`src/qvr_pkg.sv`:
```
// Package for the quaternion vector rotation core.
// Holds fixed field widths, register indexes, reset values and shared types.
// No dependencies.
`timescale 1ns / 1ps
`default_nettype none
package qvr_pkg;

	localparam int Q_W       = 16;
	localparam int SQ_W      = 2 * Q_W;
	localparam int MAT_W     = SQ_W + 2;
	localparam int OUT_W     = 18;
	localparam int RND_SHIFT = 28;
	localparam int CFG_IDX_W = 8;

	localparam logic [CFG_IDX_W-1:0] REG_QUAT_SCALAR = 8'd0;
	localparam logic [CFG_IDX_W-1:0] REG_QUAT_I      = 8'd1;
	localparam logic [CFG_IDX_W-1:0] REG_QUAT_J      = 8'd2;
	localparam logic [CFG_IDX_W-1:0] REG_QUAT_K      = 8'd3;

	localparam logic signed [Q_W-1:0] QUAT_SCALAR_RST = 16'sh4000;
	localparam logic signed [Q_W-1:0] QUAT_VEC_RST    = 16'sh0000;

	typedef logic signed [Q_W-1:0]   quat_comp_t;
	typedef logic signed [SQ_W-1:0]  sq_t;
	typedef logic signed [MAT_W-1:0] mat_t;

	typedef struct packed {
		logic en_s3;
		logic en_s4;
	} stage_en_t;

endpackage
`default_nettype wire

```
`src/qvr_row.sv`:
```
// One row of the rotation: three products against the vector, then sum and round.
// Pipeline stages 3 and 4 of the core. Depends on qvr_pkg.
`timescale 1ns / 1ps
`default_nettype none
module qvr_row #(
	parameter int VECTOR_WIDTH = 16
) (
	input  wire logic                      clk,
	input  wire qvr_pkg::stage_en_t        ctl,
	input  wire qvr_pkg::mat_t             m0,
	input  wire qvr_pkg::mat_t             m1,
	input  wire qvr_pkg::mat_t             m2,
	input  wire logic signed [VECTOR_WIDTH-1:0] v0,
	input  wire logic signed [VECTOR_WIDTH-1:0] v1,
	input  wire logic signed [VECTOR_WIDTH-1:0] v2,
	output logic signed [VECTOR_WIDTH+qvr_pkg::MAT_W+2-qvr_pkg::RND_SHIFT-1:0] rnd_s4
);

	localparam int PROD_W = qvr_pkg::MAT_W + VECTOR_WIDTH;
	localparam int SUM_W  = PROD_W + 2;
	localparam int RND_W  = SUM_W - qvr_pkg::RND_SHIFT;
	localparam logic signed [SUM_W-1:0] HALF = SUM_W'(1) << (qvr_pkg::RND_SHIFT - 1);

	logic signed [PROD_W-1:0] p0_s3, p1_s3, p2_s3;
	logic signed [SUM_W-1:0]  sum;

	always_ff @(posedge clk) begin
		if (ctl.en_s3) begin
			p0_s3 <= m0 * v0;
			p1_s3 <= m1 * v1;
			p2_s3 <= m2 * v2;
		end
	end

	assign sum = SUM_W'(p0_s3) + SUM_W'(p1_s3) + SUM_W'(p2_s3) + HALF;

	always_ff @(posedge clk) begin
		if (ctl.en_s4) begin
			rnd_s4 <= RND_W'(sum >>> qvr_pkg::RND_SHIFT);
		end
	end

endmodule
`default_nettype wire

```
`config.mk`:
```
export PLATFORM = sky130hd
export DESIGN_NAME = qvr_row
export DESIGN_NICKNAME = d
export VERILOG_FILES = /design/src/qvr_pkg.sv /design/src/qvr_row.sv
export SDC_FILE = /design/constraint.sdc
export NUM_CORES = 2
export LEC_CHECK = 0
export BUFFER_PORTS_ARGS = -buffer_cell sky130_fd_sc_hd__buf_2
export CAP_MARGIN = 20
export CORE_AREA = 5 5 387 389
export CTS_CLUSTER_SIZE = 40
export DETAILED_ROUTE_END_ITERATION = 8
export DIE_AREA = 0 0 392 394
export PLACE_DENSITY_LB_ADDON = 0.08
export SLEW_MARGIN = 30
export SYNTH_ARGS = -nofsm -noshare
export SYNTH_HDL_FRONTEND = slang
export SYNTH_SLANG_ARGS = --single-unit
```
`constraint.sdc`:
```
create_clock -name clk -period 20.5 [get_ports clk]
set_input_delay 0 -clock clk [delete_from_list [all_inputs] [get_ports clk]]
set_output_delay 0 -clock clk [all_outputs]
set_load 0.005 [all_outputs]
```
# After elaboration in Yosys (flattened, before gate mapping)
# Index checks and enable logic that the tools add are counted.
# totals
romBits	0
latchBits	0
word_cells	10
ram_bits	0
ff_bits	174
mem_count	0
input_bits	153
output_inout_bits	24
# op_classes
div	0
bitwise_logic	0
n_lt_le_gt_ge	0
reduce_logical	0
eq_ne	0
muxes	0
n_addsub	3
n_mul	3
shift	0
# op_table
operator	count
34-bit by 16-bit multiplier with 50-bit output	3
51-bit by 50-bit adder with 52-bit output	1
52-bit by 29-bit adder with 52-bit output, second input constant	1
50-bit by 50-bit adder with 51-bit output	1

# Longest topological paths before layout
# depth
word_depth	3
depth_mapped	27
depth_no_buf	25

# Worst setup path before layout
# Ideal clock, no wire load.
# synth_path
path_kind	input to register
start	in v2[7]
end	reg p2_s3[43] (data pin)
setup_slack_ns	14.055
n_path_buf	2
setup_ns	0.260
t_arrival_ns	6.185
stages	25
required_ns	20.240
path_cell_list	clkbuf_1 clkbuf_1 nand2_1 fa_1 inv_1 fa_1 inv_1 fa_1 inv_1 fa_1 fa_1 inv_1 fa_1 inv_1 ha_1 and3_4 nor2b_4 a211o_1 a221o_1 a2111oi_2 o21ai_2 a211oi_2 nor2_1 a311oi_2 xnor2_1
# synth_between
elab_chain_len	1
# synth_rtl
element	line_no	rtl
from (decl)	qvr_row.sv:15	input wire logic signed [VECTOR_WIDTH-1:0] v2,
34-bit by 16-bit multiplier with 50-bit output	qvr_row.sv:31	p2_s3 <= m2 * v2;
to (signal assigned)	qvr_row.sv:31	
to (decl)	qvr_row.sv:24	logic signed [PROD_W-1:0] p0_s3, p1_s3, p2_s3;
# Every way passes these cells.
# A chain may end at the register's enable or synchronous reset.

# Worst setup path after layout
# layout_path
start	in v0[1]
end	reg p0_s3[47] (data pin)
# layout_between
elab_chain_len	1
# layout_rtl
element	line_no	rtl
from (decl)	qvr_row.sv:13	input wire logic signed [VECTOR_WIDTH-1:0] v0,
34-bit by 16-bit multiplier with 50-bit output	qvr_row.sv:29	p0_s3 <= m0 * v0;
to (signal assigned)	qvr_row.sv:29	
to (decl)	qvr_row.sv:24	
# Every way passes these cells.

==> summary.md <==
| Metric | Value |
|---|---|
| Seq/Total Area, Yosys | `0.0802` |
| Fin. Hold Viols | `0` |
| Setup-failing EPs final | `0` |
| Core Rows | `141` |
| Total Neg Setup Slack | `0 ps` |
| CTS root buf | `clkbuf_16` |
| FF-to-FF setup slack | `15860 ps` |
| DP HPWL | `around 140000 microns` |
| Number of global-route vias before repair | `between 50000 and 60000` |
| CTS Buf Count | `17` |
| Full die area | `154000 sq um` |
| Outcome | `completed` |
| Postcts setup bufs | `0` |
| Starting density of the core | `0.445` |
| Vias/cell | `5.13` |
| Cell class contributing the biggest share of worst-path delay | `adder cells` |
| Slowest-stage cell, CP | `buf_2` |
| IO buf count | `176` |
| Final ANT Viol Nets | `0` |
| Layout cells sized above 1 | `0.0354` |
| Post-Syn Nets | `9173` |
| Worst min-delay path category | `input port to register` |
| CP Launch Type | `input port` |
| Max-Cap Viols | `0` |
| I/O pins | `177` |
| Worst Path Arrival | `between 7000 and 8000 ps` |
| Critical Path RT | `between 20000 and 25000 ps` |
| Synth warn | `0` |
| Crit-path cells | `buf_2 > nand2_1 > fa_1 > fa_1 > inv_1 > fa_1 > inv_1 > fa_1 > inv_1 > fa_1 > fa_1 > ha_1 > and3_1 > a31oi_1 > nor4b_1 > o31ai_1 > o32ai_1 > nor4_1 > o31ai_1 > a21oi_1 > xnor2_1` |
| Die width | `392 microns` |
| Minimum clock period | `6890 ps` |
| Top-area cell type share of the netlist area | `0.489` |
| RSZ-0062 raised after global routing | `false` |
| Hold-fix buffers at CTS | `0` |
| Yosys reg bits | `174` |
| Placer Congestion | `0.847` |
| Worst Path Max Fanout | `34` |
| Clk buf depth | `2` |
| Antenna violations before repair | `19` |
| Crit-path most repeated cell | `fa_1` |
| Mapped Cells | `6977` |
| Slew at the pin closest to its max-slew limit | `945 ps` |
| Detailed Routing Iterations Pass 1 | `5` |
| Post-Syn Area | `65100 sq um` |
| Core area | `146000 sq um` |
| Top-count cell post-synth | `inv_1` |
| H-tree Lvls | `4` |
| EDFF count, synth | `174` |
| Via count | `45408` |
| Fmax | `~150 MHz` |
| Post-synth top cells | `inv_1 (1757), fa_1 (1591), nand2_1 (969), and2_1 (665), ha_1 (452)` |
| Kind of critical path | `input port to register` |
| Global-route wire length before repair | `roughly 280000 microns` |
| Clock slew at reported path FFs | `80 ps` |
| Clk sink count | `174` |
| Synth-to-layout area growth | `4.48%` |
| Crit path capture type | `register` |
| Area contributors post-synth | `fa_1 (49%), inv_1 (10%), ha_1 (8.7%)` |
| Mean post-synth cell area | `9.34 sq um` |
| GRT Total Usage | `0.236` |
| Final wirelength | `176000 microns` |
| Netlist cell types | `73` |
| Number of instances resized during post-cts repair | `0` |
| CP bufs+invs | `4` |
| Final period utilization | `0.336` |
| Post-layout nets | `9096` |
| Remaining Overflow, GRT | `0` |
| Initial DRC Count | `between 2000 and 2500` |
| Ys async rst share | `0` |
| CTS tree | `yes` |
| Synth area leader | `fa_1` |
| Slew headroom | `0.370` |
| Clock Skew | `16.7 ps` |
| Top_reg_cell synth | `edfxtp_1` |
| DR DRC count | `0` |
| Largest net degree at the start of global routing | `84` |
| Wire per inst | `between 15 and 20 microns` |
| Worst path max stage delay | `650 ps` |
| Die H | `394 microns` |
| Clock Latency Late Sink | `450 ps` |
| Slew Limit Fails | `0` |
-- area by class of cell --
type | instances | area (sq um)
clock buffer | 17 | 425
fill | 14402 | 78400
inverter | 1758 | 6600
timing repair buffer | 191 | 1000
antenna | 4 | 10.0
sequential | 174 | 5230
tap | 1930 | 2410
multi-input combinational | 4758 | 52200
clock inverter | 15 | 151
-- state kept, by name, summed over array words and instances, names as in the netlist --
name and count:
p1_s3 50, p0_s3 50, p2_s3 50, rnd_s4 24
-- layer usage --
metal	vias to the layer above	track usage	wire length (microns)
met2	1026	0.416	89300
met3	176	0.0188	7040
met4	2	0.0454	3620
li1	20326	-	-
met1	23878	0.323	75600
met5	-	0	13
-- stage by stage --
stage	instance area [sq um]	std cells	utilization	setup WS, ps	hold slack [ps]
after detailed placement	67500	8811	0.461	13200	422
after global placement	67500	8811	0.461	13120	413
after CTS	68000	8843	0.465	13670	116
final	68100	8847	0.465	13610	127
after global routing	68000	8843	0.465	13150	129
after floorplan	65100	6977	-	14050	112
-- final timing paths --
path | start | depth (start not counted) | endpoint
worst max-delay path | v0[1] | 21 | p0_s3[47]$_DFFE_PP_
worst min-delay path | ctl[1] | 1 | p0_s3[12]$_DFFE_PP_
worst max register to register | p0_s3[19]$_DFFE_PP_ | 13 | rnd_s4[19]$_DFFE_PP_
worst min register to register | p2_s3[38]$_DFFE_PP_ | 4 | rnd_s4[10]$_DFFE_PP_
-- cell families after synthesis --
group           count (synthesis)  synth area share
flops                         174            0.0802
compound gates                531            0.0534
xor+xnor                      180            0.0242
mux                             1          0.000154
buf+inv                      2045             0.118
fa+ha+maj                    2043             0.576
simple gates                 2003             0.148
-- layout by cell type (no fill, tap or decap), types with 20 or more instances in the layout --
cell	count
ha_1	452
fa_1	1591
o21a_1	25
xnor2_1	128
inv_1	1756
o21ai_0	89
nand3_1	35
nand2_1	969
edfxtp_1	174
nor3_1	20
a21o_1	87
nand4_1	27
and2_1	665
o21bai_1	26
nor2_1	171
a21oi_1	170
buf_2	175
nand2b_1	42
xor2_1	52
and3_1	23
Power is left out: the tool's default activity adds up to more than one toggle a clock period on the data nets, which glitch-free logic cannot reach.
